### src/rtl/http_request_line_parser_core_macros.svh
// ----------------------------------------------------------------------------
// Assertion macros for the HTTP request line parser.
// ----------------------------------------------------------------------------
`ifndef HTTP_REQUEST_LINE_PARSER_CORE_MACROS_SVH
`define HTTP_REQUEST_LINE_PARSER_CORE_MACROS_SVH

// Same-cycle implication, disabled during reset.
`define HRLP_ASSERT_SAME(label, clk, rst, cond, expr) \
   label: assert property (@(posedge clk) disable iff (rst) (cond) |-> (expr)) \
      else $error("hrlp same-cycle check failed");

// Next-cycle implication, disabled during reset.
`define HRLP_ASSERT_NEXT(label, clk, rst, cond, expr) \
   label: assert property (@(posedge clk) disable iff (rst) (cond) |=> (expr)) \
      else $error("hrlp next-cycle check failed");

`endif

### src/rtl/hrlp_pkg.sv
// ----------------------------------------------------------------------------
// hrlp_pkg
// Types, codes and character helpers for the HTTP request line parser.
// ----------------------------------------------------------------------------
`default_nettype none

package hrlp_pkg;

   // Default limits
   localparam int PATH_LIMIT_DEF = 64;
   localparam int ARGS_LIMIT_DEF = 256;

   // Characters
   localparam logic [7:0] CH_SPACE    = 8'h20;
   localparam logic [7:0] CH_TAB      = 8'h09;
   localparam logic [7:0] CH_CR       = 8'h0D;
   localparam logic [7:0] CH_LF       = 8'h0A;
   localparam logic [7:0] CH_QUESTION = 8'h3F;
   localparam logic [7:0] CH_PLUS     = 8'h2B;
   localparam logic [7:0] CH_MINUS    = 8'h2D;
   localparam logic [7:0] CH_DOT      = 8'h2E;
   localparam logic [7:0] CH_ZERO     = 8'h30;
   localparam logic [7:0] CH_NINE     = 8'h39;
   localparam logic [7:0] CH_NUL      = 8'h00;

   // Parser phases
   typedef enum logic [3:0] {
      PH_METHOD   = 4'd0,
      PH_PSKIP    = 4'd1,
      PH_PATH     = 4'd2,
      PH_ARGS     = 4'd3,
      PH_WS       = 4'd4,
      PH_LIT      = 4'd5,
      PH_MAJ_PRE  = 4'd6,
      PH_MAJ_SGN  = 4'd7,
      PH_MAJ_DIG  = 4'd8,
      PH_MIN_PRE  = 4'd9,
      PH_MIN_SGN  = 4'd10,
      PH_MIN_DIG  = 4'd11,
      PH_HALT     = 4'd12
   } phase_type;

   // Result item kinds
   typedef enum logic [1:0] {
      KIND_PATH   = 2'd0,
      KIND_ARGS   = 2'd1,
      KIND_STATUS = 2'd2
   } kind_type;

   // Parse status codes
   typedef enum logic [1:0] {
      ST_OK     = 2'd0,
      ST_METHOD = 2'd1,
      ST_BAD    = 2'd2,
      ST_LONG   = 2'd3
   } status_type;

   // Sign flag bit positions
   localparam int SIGN_MAJOR = 0;
   localparam int SIGN_MINOR = 1;

   function automatic logic [7:0] to_lower(input logic [7:0] b);
      return ((b >= 8'h41) && (b <= 8'h5A)) ? (b + 8'd32) : b;
   endfunction

   function automatic logic is_digit(input logic [7:0] b);
      return (b >= CH_ZERO) && (b <= CH_NINE);
   endfunction

   function automatic logic is_num_space(input logic [7:0] b);
      return (b == CH_SPACE) || ((b >= 8'd9) && (b <= 8'd13));
   endfunction

   function automatic logic is_line_ws(input logic [7:0] b);
      return (b == CH_SPACE) || (b == CH_TAB) || (b == CH_CR) || (b == CH_LF);
   endfunction

   // Lower-case method text "get"
   function automatic logic [7:0] method_char(input logic [2:0] idx);
      logic [7:0] c;
      case (idx)
         3'd0:    c = 8'h67;
         3'd1:    c = 8'h65;
         3'd2:    c = 8'h74;
         default: c = 8'h00;
      endcase
      return c;
   endfunction

   // Protocol text "HTTP/"
   function automatic logic [7:0] proto_char(input logic [2:0] idx);
      logic [7:0] c;
      case (idx)
         3'd0:    c = 8'h48;
         3'd1:    c = 8'h54;
         3'd2:    c = 8'h54;
         3'd3:    c = 8'h50;
         3'd4:    c = 8'h2F;
         default: c = 8'h00;
      endcase
      return c;
   endfunction

   // v * 10 + digit, saturating at 255
   function automatic logic [7:0] accumulate(input logic [7:0] v, input logic [7:0] b);
      logic [11:0] n;
      n = ({4'd0, v} << 3) + ({4'd0, v} << 1) + {8'd0, b[3:0]};
      return (n > 12'd255) ? 8'hFF : n[7:0];
   endfunction

   // Version is accepted only as 1.0 or 1.1
   function automatic status_type version_status(input logic [7:0] major,
                                                 input logic [7:0] minor,
                                                 input logic [1:0] sign);
      logic major_ok;
      logic minor_ok;
      major_ok = (major == 8'd1) && !sign[SIGN_MAJOR];
      minor_ok = (minor == 8'd0) || ((minor == 8'd1) && !sign[SIGN_MINOR]);
      return (major_ok && minor_ok) ? ST_OK : ST_BAD;
   endfunction

   // Status when the line text ends in the given phase
   function automatic status_type end_status(input phase_type ph,
                                             input status_type err,
                                             input logic [7:0] major,
                                             input logic [7:0] minor,
                                             input logic [1:0] sign);
      status_type st;
      if (ph == PH_HALT) begin
         st = err;
      end else if (ph == PH_METHOD) begin
         st = ST_METHOD;
      end else if (ph == PH_MIN_DIG) begin
         st = version_status(major, minor, sign);
      end else begin
         st = ST_BAD;
      end
      return st;
   endfunction

endpackage

`default_nettype wire

### src/rtl/http_request_line_parser_core.sv
// An accepted byte passes the input register, then the result register behind rsp_tvalid.
// Throughput: one byte per cycle through input register, parse logic and
// result register; a held result stalls the input register in the same cycle.
// Reset: synchronous, active high; clears both valid flags and the parser
// state to the method phase. No clearing pass is needed.
// ----------------------------------------------------------------------------
// http_request_line_parser_core
// Byte-serial checker for an HTTP request line: emits path and argument
// bytes as they arrive and a status item on the line's final byte.
// ----------------------------------------------------------------------------
`default_nettype none

`include "http_request_line_parser_core_macros.svh"

module http_request_line_parser_core #(
   parameter int PATH_LIMIT = hrlp_pkg::PATH_LIMIT_DEF,
   parameter int ARGS_LIMIT = hrlp_pkg::ARGS_LIMIT_DEF,
   localparam int PATH_W = $clog2(PATH_LIMIT + 1),
   localparam int ARGS_W = $clog2(ARGS_LIMIT + 1),
   localparam int FIELD_W = 8 + 2 + 1 + PATH_W + ARGS_W,
   localparam int DATA_W = ((FIELD_W + 7) / 8) * 8
) (
   input  wire logic              clock,
   input  wire logic              reset,
   // request line bytes
   input  wire logic              req_tvalid,
   output logic                   req_tready,
   input  wire logic [7:0]        req_tdata,   // [7:0] line_byte
   input  wire logic              req_tlast,   // final_byte
   // result items
   output logic                   rsp_tvalid,
   input  wire logic              rsp_tready,
   output logic [DATA_W-1:0]      rsp_tdata,   // out_byte, parse_status,
                                               // minor_version, path_length,
                                               // args_length, zero pad
   output logic [1:0]             rsp_tuser    // item_kind
);

   localparam logic [PATH_W-1:0] PATH_MAX = PATH_W'(PATH_LIMIT);
   localparam logic [ARGS_W-1:0] ARGS_MAX = ARGS_W'(ARGS_LIMIT);

   // Input register
   logic                 in_valid_ff;
   logic [7:0]           in_byte_ff;
   logic                 in_last_ff;
   logic                 advance;

   // Parser state
   hrlp_pkg::phase_type  phase_ff, phase_in;
   logic [2:0]           lit_idx_ff, lit_idx_in;
   logic [PATH_W-1:0]    path_cnt_ff, path_cnt_in;
   logic [ARGS_W-1:0]    args_cnt_ff, args_cnt_in;
   logic [7:0]           major_ff, major_in;
   logic [7:0]           minor_ff, minor_in;
   logic [1:0]           sign_ff, sign_in;
   hrlp_pkg::status_type err_ff, err_in;

   // Result register
   logic                 rsp_valid_ff;
   hrlp_pkg::kind_type   rsp_kind_ff, rsp_kind_in;
   logic [7:0]           rsp_byte_ff, rsp_byte_in;
   hrlp_pkg::status_type rsp_status_ff, rsp_status_in;
   logic                 rsp_minor_ff, rsp_minor_in;
   logic [PATH_W-1:0]    rsp_path_ff, rsp_path_in;
   logic [ARGS_W-1:0]    rsp_args_ff, rsp_args_in;
   logic                 emit;

   // Move the input stage forward when the result register can take a result
   assign advance    = in_valid_ff && (!rsp_valid_ff || rsp_tready);
   assign req_tready = !in_valid_ff || advance;

   // Capture incoming byte
   always_ff @(posedge clock) begin
      if (reset) begin
         in_valid_ff <= 1'b0;
      end else if (req_tready) begin
         in_valid_ff <= req_tvalid;
      end
      if (req_tready && req_tvalid) begin
         in_byte_ff <= req_tdata;
         in_last_ff <= req_tlast;
      end
   end

   // Parse one byte and form the result
   always_comb begin
      hrlp_pkg::phase_type  eff_ph;
      hrlp_pkg::status_type st;
      logic [7:0]           b;
      b = in_byte_ff;

      phase_in    = phase_ff;
      lit_idx_in  = lit_idx_ff;
      path_cnt_in = path_cnt_ff;
      args_cnt_in = args_cnt_ff;
      major_in    = major_ff;
      minor_in    = minor_ff;
      sign_in     = sign_ff;
      err_in      = err_ff;

      emit          = 1'b0;
      rsp_kind_in   = hrlp_pkg::KIND_PATH;
      rsp_byte_in   = b;
      rsp_status_in = hrlp_pkg::ST_OK;
      rsp_minor_in  = 1'b0;
      eff_ph        = phase_ff;
      st            = hrlp_pkg::ST_OK;

      if (phase_ff == hrlp_pkg::PH_HALT) begin
         // ignore bytes until the line ends
      end else if (b == hrlp_pkg::CH_NUL) begin
         // treat zero byte as the end of the text
         err_in   = hrlp_pkg::end_status(phase_ff, err_ff, major_ff, minor_ff, sign_ff);
         phase_in = hrlp_pkg::PH_HALT;
      end else begin
         // fold skip phases that hand the byte on to the next phase
         if ((eff_ph == hrlp_pkg::PH_PSKIP) && (b != hrlp_pkg::CH_SPACE)) begin
            eff_ph = hrlp_pkg::PH_PATH;
         end
         if ((eff_ph == hrlp_pkg::PH_WS) && !hrlp_pkg::is_line_ws(b)) begin
            eff_ph     = hrlp_pkg::PH_LIT;
            lit_idx_in = 3'd0;
         end
         if (!hrlp_pkg::is_num_space(b) && (b != hrlp_pkg::CH_PLUS) &&
             (b != hrlp_pkg::CH_MINUS)) begin
            if (eff_ph == hrlp_pkg::PH_MAJ_PRE) begin
               eff_ph = hrlp_pkg::PH_MAJ_SGN;
            end else if (eff_ph == hrlp_pkg::PH_MIN_PRE) begin
               eff_ph = hrlp_pkg::PH_MIN_SGN;
            end
         end

         unique case (eff_ph)
            hrlp_pkg::PH_METHOD: begin
               if ((lit_idx_ff > 3'd2) ||
                   (hrlp_pkg::to_lower(b) != hrlp_pkg::method_char(lit_idx_ff))) begin
                  err_in   = hrlp_pkg::ST_METHOD;
                  phase_in = hrlp_pkg::PH_HALT;
               end else begin
                  lit_idx_in = lit_idx_ff + 3'd1;
                  if (lit_idx_ff == 3'd2) begin
                     phase_in = hrlp_pkg::PH_PSKIP;
                  end
               end
            end
            hrlp_pkg::PH_PSKIP, hrlp_pkg::PH_WS: begin
               // skip separator
            end
            hrlp_pkg::PH_PATH: begin
               phase_in = hrlp_pkg::PH_PATH;
               if ((b == hrlp_pkg::CH_SPACE) || (b == hrlp_pkg::CH_QUESTION)) begin
                  if (path_cnt_ff >= PATH_MAX) begin
                     err_in   = hrlp_pkg::ST_LONG;
                     phase_in = hrlp_pkg::PH_HALT;
                  end else if (b == hrlp_pkg::CH_QUESTION) begin
                     phase_in = hrlp_pkg::PH_ARGS;
                  end else begin
                     phase_in = hrlp_pkg::PH_WS;
                  end
               end else if (path_cnt_ff < PATH_MAX) begin
                  path_cnt_in = path_cnt_ff + PATH_W'(1);
                  emit        = 1'b1;
                  rsp_kind_in = hrlp_pkg::KIND_PATH;
               end
            end
            hrlp_pkg::PH_ARGS: begin
               if (b == hrlp_pkg::CH_SPACE) begin
                  phase_in = hrlp_pkg::PH_WS;
               end else if (args_cnt_ff < ARGS_MAX) begin
                  args_cnt_in = args_cnt_ff + ARGS_W'(1);
                  emit        = 1'b1;
                  rsp_kind_in = hrlp_pkg::KIND_ARGS;
               end
            end
            hrlp_pkg::PH_LIT: begin
               if ((lit_idx_in > 3'd4) || (b != hrlp_pkg::proto_char(lit_idx_in))) begin
                  err_in   = hrlp_pkg::ST_BAD;
                  phase_in = hrlp_pkg::PH_HALT;
               end else begin
                  phase_in = (lit_idx_in == 3'd4) ? hrlp_pkg::PH_MAJ_PRE : hrlp_pkg::PH_LIT;
                  lit_idx_in = lit_idx_in + 3'd1;
               end
            end
            hrlp_pkg::PH_MAJ_PRE: begin
               // space stays, sign moves on
               if (b == hrlp_pkg::CH_MINUS) begin
                  sign_in[hrlp_pkg::SIGN_MAJOR] = 1'b1;
               end
               if ((b == hrlp_pkg::CH_PLUS) || (b == hrlp_pkg::CH_MINUS)) begin
                  phase_in = hrlp_pkg::PH_MAJ_SGN;
               end
            end
            hrlp_pkg::PH_MIN_PRE: begin
               if (b == hrlp_pkg::CH_MINUS) begin
                  sign_in[hrlp_pkg::SIGN_MINOR] = 1'b1;
               end
               if ((b == hrlp_pkg::CH_PLUS) || (b == hrlp_pkg::CH_MINUS)) begin
                  phase_in = hrlp_pkg::PH_MIN_SGN;
               end
            end
            hrlp_pkg::PH_MAJ_SGN: begin
               if (!hrlp_pkg::is_digit(b)) begin
                  err_in   = hrlp_pkg::ST_BAD;
                  phase_in = hrlp_pkg::PH_HALT;
               end else begin
                  major_in = hrlp_pkg::accumulate(8'd0, b);
                  phase_in = hrlp_pkg::PH_MAJ_DIG;
               end
            end
            hrlp_pkg::PH_MAJ_DIG: begin
               if (hrlp_pkg::is_digit(b)) begin
                  major_in = hrlp_pkg::accumulate(major_ff, b);
               end else if (b == hrlp_pkg::CH_DOT) begin
                  phase_in = hrlp_pkg::PH_MIN_PRE;
               end else begin
                  err_in   = hrlp_pkg::ST_BAD;
                  phase_in = hrlp_pkg::PH_HALT;
               end
            end
            hrlp_pkg::PH_MIN_SGN: begin
               if (!hrlp_pkg::is_digit(b)) begin
                  err_in   = hrlp_pkg::ST_BAD;
                  phase_in = hrlp_pkg::PH_HALT;
               end else begin
                  minor_in = hrlp_pkg::accumulate(8'd0, b);
                  phase_in = hrlp_pkg::PH_MIN_DIG;
               end
            end
            hrlp_pkg::PH_MIN_DIG: begin
               if (hrlp_pkg::is_digit(b)) begin
                  minor_in = hrlp_pkg::accumulate(minor_ff, b);
               end else begin
                  err_in   = hrlp_pkg::version_status(major_ff, minor_ff, sign_ff);
                  phase_in = hrlp_pkg::PH_HALT;
               end
            end
            default: begin
               // halt is handled above
            end
         endcase
      end

      rsp_path_in = path_cnt_in;
      rsp_args_in = args_cnt_in;

      // Replace any byte item with the status on the final byte, then restart
      if (in_last_ff) begin
         st            = hrlp_pkg::end_status(phase_in, err_in, major_in, minor_in, sign_in);
         emit          = 1'b1;
         rsp_kind_in   = hrlp_pkg::KIND_STATUS;
         rsp_byte_in   = 8'd0;
         rsp_status_in = st;
         rsp_minor_in  = (st == hrlp_pkg::ST_OK) ? minor_in[0] : 1'b0;
         phase_in      = hrlp_pkg::PH_METHOD;
         lit_idx_in    = 3'd0;
         path_cnt_in   = '0;
         args_cnt_in   = '0;
         major_in      = 8'd0;
         minor_in      = 8'd0;
         sign_in       = 2'd0;
         err_in        = hrlp_pkg::ST_OK;
      end
   end

   // Advance parser state
   always_ff @(posedge clock) begin
      if (reset) begin
         phase_ff    <= hrlp_pkg::PH_METHOD;
         lit_idx_ff  <= 3'd0;
         path_cnt_ff <= '0;
         args_cnt_ff <= '0;
         major_ff    <= 8'd0;
         minor_ff    <= 8'd0;
         sign_ff     <= 2'd0;
         err_ff      <= hrlp_pkg::ST_OK;
      end else if (advance) begin
         phase_ff    <= phase_in;
         lit_idx_ff  <= lit_idx_in;
         path_cnt_ff <= path_cnt_in;
         args_cnt_ff <= args_cnt_in;
         major_ff    <= major_in;
         minor_ff    <= minor_in;
         sign_ff     <= sign_in;
         err_ff      <= err_in;
      end
   end

   // Hold result until taken
   always_ff @(posedge clock) begin
      if (reset) begin
         rsp_valid_ff <= 1'b0;
      end else if (advance && emit) begin
         rsp_valid_ff <= 1'b1;
      end else if (rsp_tready) begin
         rsp_valid_ff <= 1'b0;
      end
      if (advance && emit) begin
         rsp_kind_ff   <= rsp_kind_in;
         rsp_byte_ff   <= rsp_byte_in;
         rsp_status_ff <= rsp_status_in;
         rsp_minor_ff  <= rsp_minor_in;
         rsp_path_ff   <= rsp_path_in;
         rsp_args_ff   <= rsp_args_in;
      end
   end

   assign rsp_tvalid = rsp_valid_ff;
   assign rsp_tuser  = rsp_kind_ff;
   assign rsp_tdata  = DATA_W'({rsp_args_ff, rsp_path_ff, rsp_minor_ff,
                                rsp_status_ff, rsp_byte_ff});

   // Byte items carry no status or version
   `HRLP_ASSERT_SAME(a_byte_item_clean, clock, reset, rsp_valid_ff && (rsp_kind_ff != hrlp_pkg::KIND_STATUS), (rsp_status_ff == hrlp_pkg::ST_OK) && !rsp_minor_ff)
   // Final byte restarts the parser
   `HRLP_ASSERT_NEXT(a_final_restart, clock, reset, advance && in_last_ff, (phase_ff == hrlp_pkg::PH_METHOD) && (path_cnt_ff == '0) && (args_cnt_ff == '0))
   // Final byte always yields a status item
   `HRLP_ASSERT_NEXT(a_final_status, clock, reset, advance && in_last_ff, rsp_valid_ff && (rsp_kind_ff == hrlp_pkg::KIND_STATUS))
   // Counters stay within their limits
   `HRLP_ASSERT_SAME(a_count_limits, clock, reset, 1'b1, (path_cnt_ff <= PATH_MAX) && (args_cnt_ff <= ARGS_MAX))

endmodule

`default_nettype wire
### config.mk
export PLATFORM = sky130hd
export DESIGN_NAME = http_request_line_parser_core
export DESIGN_NICKNAME = d
export VERILOG_FILES = /design/src/rtl/hrlp_pkg.sv /design/src/rtl/http_request_line_parser_core.sv
export VERILOG_INCLUDE_DIRS = /design/src /design/src/rtl
export SDC_FILE = /design/constraint.sdc
export NUM_CORES = 1
export LEC_CHECK = 0
export ABC_AREA = 0
export BUFFER_PORTS_ARGS = -buffer_cell sky130_fd_sc_hd__clkbuf_2
export CAP_MARGIN = 25
export CORE_UTILIZATION = 50
export DETAILED_ROUTE_END_ITERATION = 10
export PLACE_DENSITY = 0.77
export SETUP_SLACK_MARGIN = 0.05
export SYNTH_ARGS = -nofsm -noshare
export SYNTH_HDL_FRONTEND = slang
export SYNTH_SLANG_ARGS = --single-unit
### constraint.sdc
create_clock -name clock -period 4.77 [get_ports clock]
set_input_delay 0.477 -clock clock [delete_from_list [all_inputs] [get_ports clock]]
set_output_delay 0.477 -clock clock [all_outputs]
set_load 0.02 [all_outputs]
==> flow_metrics.tcl <==
set metrics [dict create \
    status "finished, final reports clean" \
    crit_path_max_fanout 8 \
    clk_pin_slew_ps 70 \
    ys.flop_type "dfxtp_1" \
    async_reset_ff_share_pct 0 \
    dp_slack_ps 171.1 \
    io_buffer_count 43 \
    cp_top_family "simple AND/OR/NAND/NOR gates" \
    synth_top_cell_by_area "edfxtp_1" \
    io_pins 49 \
    synthTopCellsByArea "edfxtp_1 (17%), dfxtp_1 (14%), ha_1 (8.2%), nor2_1 (4.8%), a21oi_1 (3.9%)" \
    grt_pass1_wl_um 36160 \
    maxCapViolations 0 \
    timing.final.crit_share_pct 92.79 \
    tns_ps 0 \
    leakage_nw 3.027 \
    antennaDiodeCount 0 \
    slew_viol_final 0 \
    p_switching_mw 0.4778 \
    grt_pass1_vias 6373 \
    finalPower_mw 1.735 \
    required_ps 4970 \
    cp-start-kind "register" \
    intPower_mw 1.257 \
    synth_edf_count 38 \
    min_path_type "input port to register" \
    synth.most_common_cell "nor2_1" \
    layout-drive-gt1-share_pct 15.62 \
    fill_cells 1187 \
    clock.fmax_ghz 0.2259 \
    cts_buffers 9 \
    htreeDepth 3 \
    synth_cell_types 98 \
    wl_per_cell_um 23.75 \
    synth_common_cells "nor2_1 (84), a21oi_1 (51), nand2_1 (51)" \
    area_growth_syn_to_layout_pct 12.48 \
    dr_total_vias 6591 \
    power.density_nw_per_um2 235.6 \
    firstDrtPassIters 6 \
    wl_um 23390 \
    synth_cells 761 \
    p_clk_share_pct 43.5 \
    p_seq_share_pct 44.1 \
    finalSetupViolCount 0 \
    drtIter0Drc 703 \
    avgViaCountPerCell 6.691 \
    fin_ws_ps 344.0 \
    hold_viol 0 \
    dieWidth_um 116.4 \
    cp.arrival_ps 4620 \
    crit_path_end_kind "register" \
    critPathKind "register to register" \
    p_comb_share_pct 12.4 \
    hpwl_um 17340 \
    critPathSlowestCell "or4_1" \
    rsz0062_at_grt "false" \
    start_util_pct 51.66 \
    finalCriticalPeriod_ps 4426 \
    syn-cell-area_um2 6546 \
    yosysSeqAreaShare_pct 31.19 \
    synth_warnings 0 \
    clock_latency_ps 360 \
    fin_util_pct 58.11 \
    drtAntennaViolNets 0 \
    tightest_slew_ps 984.7 \
    synth-seq-cells 83 \
    grt.overflow.total 0 \
    core_um2 12670 \
    grt_max_degree 44 \
    crit_top_cell "nand2_1" \
    clock-sinks 83 \
    fin_skew_ps 8.484 \
    synth_top_area_share_pct 17.43 \
    crit_path_max_incr_delay_ps 560 \
    cts_buffer_depth 2 \
    row_count 41 \
    vdd_drop_max_mv 0.1943 \
    antenna_found_initial 0 \
    cts_tree "yes" \
    grt_use_total_pct 35.98 \
    relSlewSlack_pct 34.35 \
    fin_nets 868 \
    syn_area_per_cell_um2 8.602 \
    critPathBufInv 2 \
    clock-root-buffer "clkbuf_16" \
    gp_congestion 1.043 \
    p_sw_share_pct 27.54 \
    path_cells "nor2b_1 -> o211a_1 -> or4_1 -> nand2_1 -> inv_1 -> ha_1 -> ha_1 -> nand2_1 -> nand2_1 -> a41oi_1 -> xor2_1 -> buf_4 -> a21oi_2 -> and4b_1 -> nand4bb_1 -> or4_1 -> a211oi_2" \
    dieHeight_um 116.4 \
    drc 0 \
    die-area_um2 13550 \
]
[logic make-up (layout without fill, tap and decap cells)]
logic type | after synthesis | after routing | synth area share, %
AOI/OAI and AO/OA | 232 | 232 | 25.88
xor gates and xnor gates | 28 | 28 | 3.746
adders and majority gates | 47 | 47 | 9.442
buffers and inverters | 74 | 122 | 5.275
DFF | 83 | 83 | 31.19
muxes | 3 | 3 | 0.4778
other | 1 | 5 | 0.05728
and+or+nand+nor | 293 | 293 | 23.93
[final timing paths]
check / startpoint / end / slack, ps / cells after the start
max reg2reg: in_byte_ff[0] / rsp_minor_ff / 340 / 17
min: req_tdata[3] / in_byte_ff[3] / 290 / 1
max: in_byte_ff[0] / rsp_minor_ff / 340 / 17
min reg2reg: major_ff[6] / major_ff[6] / 510 / 2
[cell type report]
type / count / area, um^2 / share of cell area [%]
multi-input combinational: 608 / 4188 / 56.87
sequential: 83 / 2042 / 27.73
timing repair buffer: 81 / 500.5 / 6.797
clock buffer: 12 / 289.0 / 3.925
tap: 172 / 215.2 / 2.923
inverter: 25 / 93.84 / 1.274
clock inverter: 4 / 35.03 / 0.4758
[sequential cells by signal (all words and copies together), names as in the netlist]
name / cells
lit_idx_ff: 3
rsp_byte_ff: 8
path_cnt_ff: 7
rsp_args_ff: 9
args_cnt_ff: 9
major_ff: 8
rsp_tvalid: 1
err_ff: 2
in_byte_ff: 8
in_last_ff: 1
minor_ff: 8
rsp_minor_ff: 1
in_valid_ff: 1
rsp_tuser: 2
sign_ff: 2
rsp_path_ff: 7
phase_ff: 4
rsp_status_ff: 2
[what timing repair did]
item / CTS / global route
endpoints found under the setup margin: 0 / 2
setup buffers: 0 / 10
hold buffers: 0 / 0
gates resized for setup: 0 / 3
[metrics by stage]
step / std cells / hold WS (ps) / cell area [um^2]
finish: 985 / 291.3 / 7363
CTS: 975 / 284.4 / 7274
floorplan: 765 / 424.4 / 6561
detailed placement: 959 / 497.2 / 6950
global route: 985 / 284.3 / 7363
global placement: 959 / 485.5 / 6950
[layout by cell type, fill, tap and decap left out, drive strengths merged, types with 14 or more instances in the layout]
master / count
o21ai: 40
nor2: 86
xor2: 14
inv: 26
dfxtp: 45
a22oi: 23
clkbuf: 55
edfxtp: 38
nand2: 52
nor4: 14
nor3: 27
buf: 38
xnor2: 14
nand3: 28
a21oi: 52
ha: 43
[routing by layer]
metal | global-route usage (%) | wire, um | vias up
li1 | - | - | 2995
met1 | 47.65 | 9870 | 3170
met2 | 55.82 | 10530 | 348
met3 | 5.656 | 1857 | 78
met4 | 20.34 | 1136 | 0
met5 | 0 | 0 | -
[power groups by stage]
stage               logic [mW]  clock network, mW  registers, mW
floorplan                0.136                  0          0.784
global placement         0.199                  0          0.782
detailed placement       0.199                  0          0.783
CTS                      0.199              0.759          0.768
global route             0.227              0.783          0.767
finish                   0.215              0.754          0.766
Power figures use the tool's default switching activity.
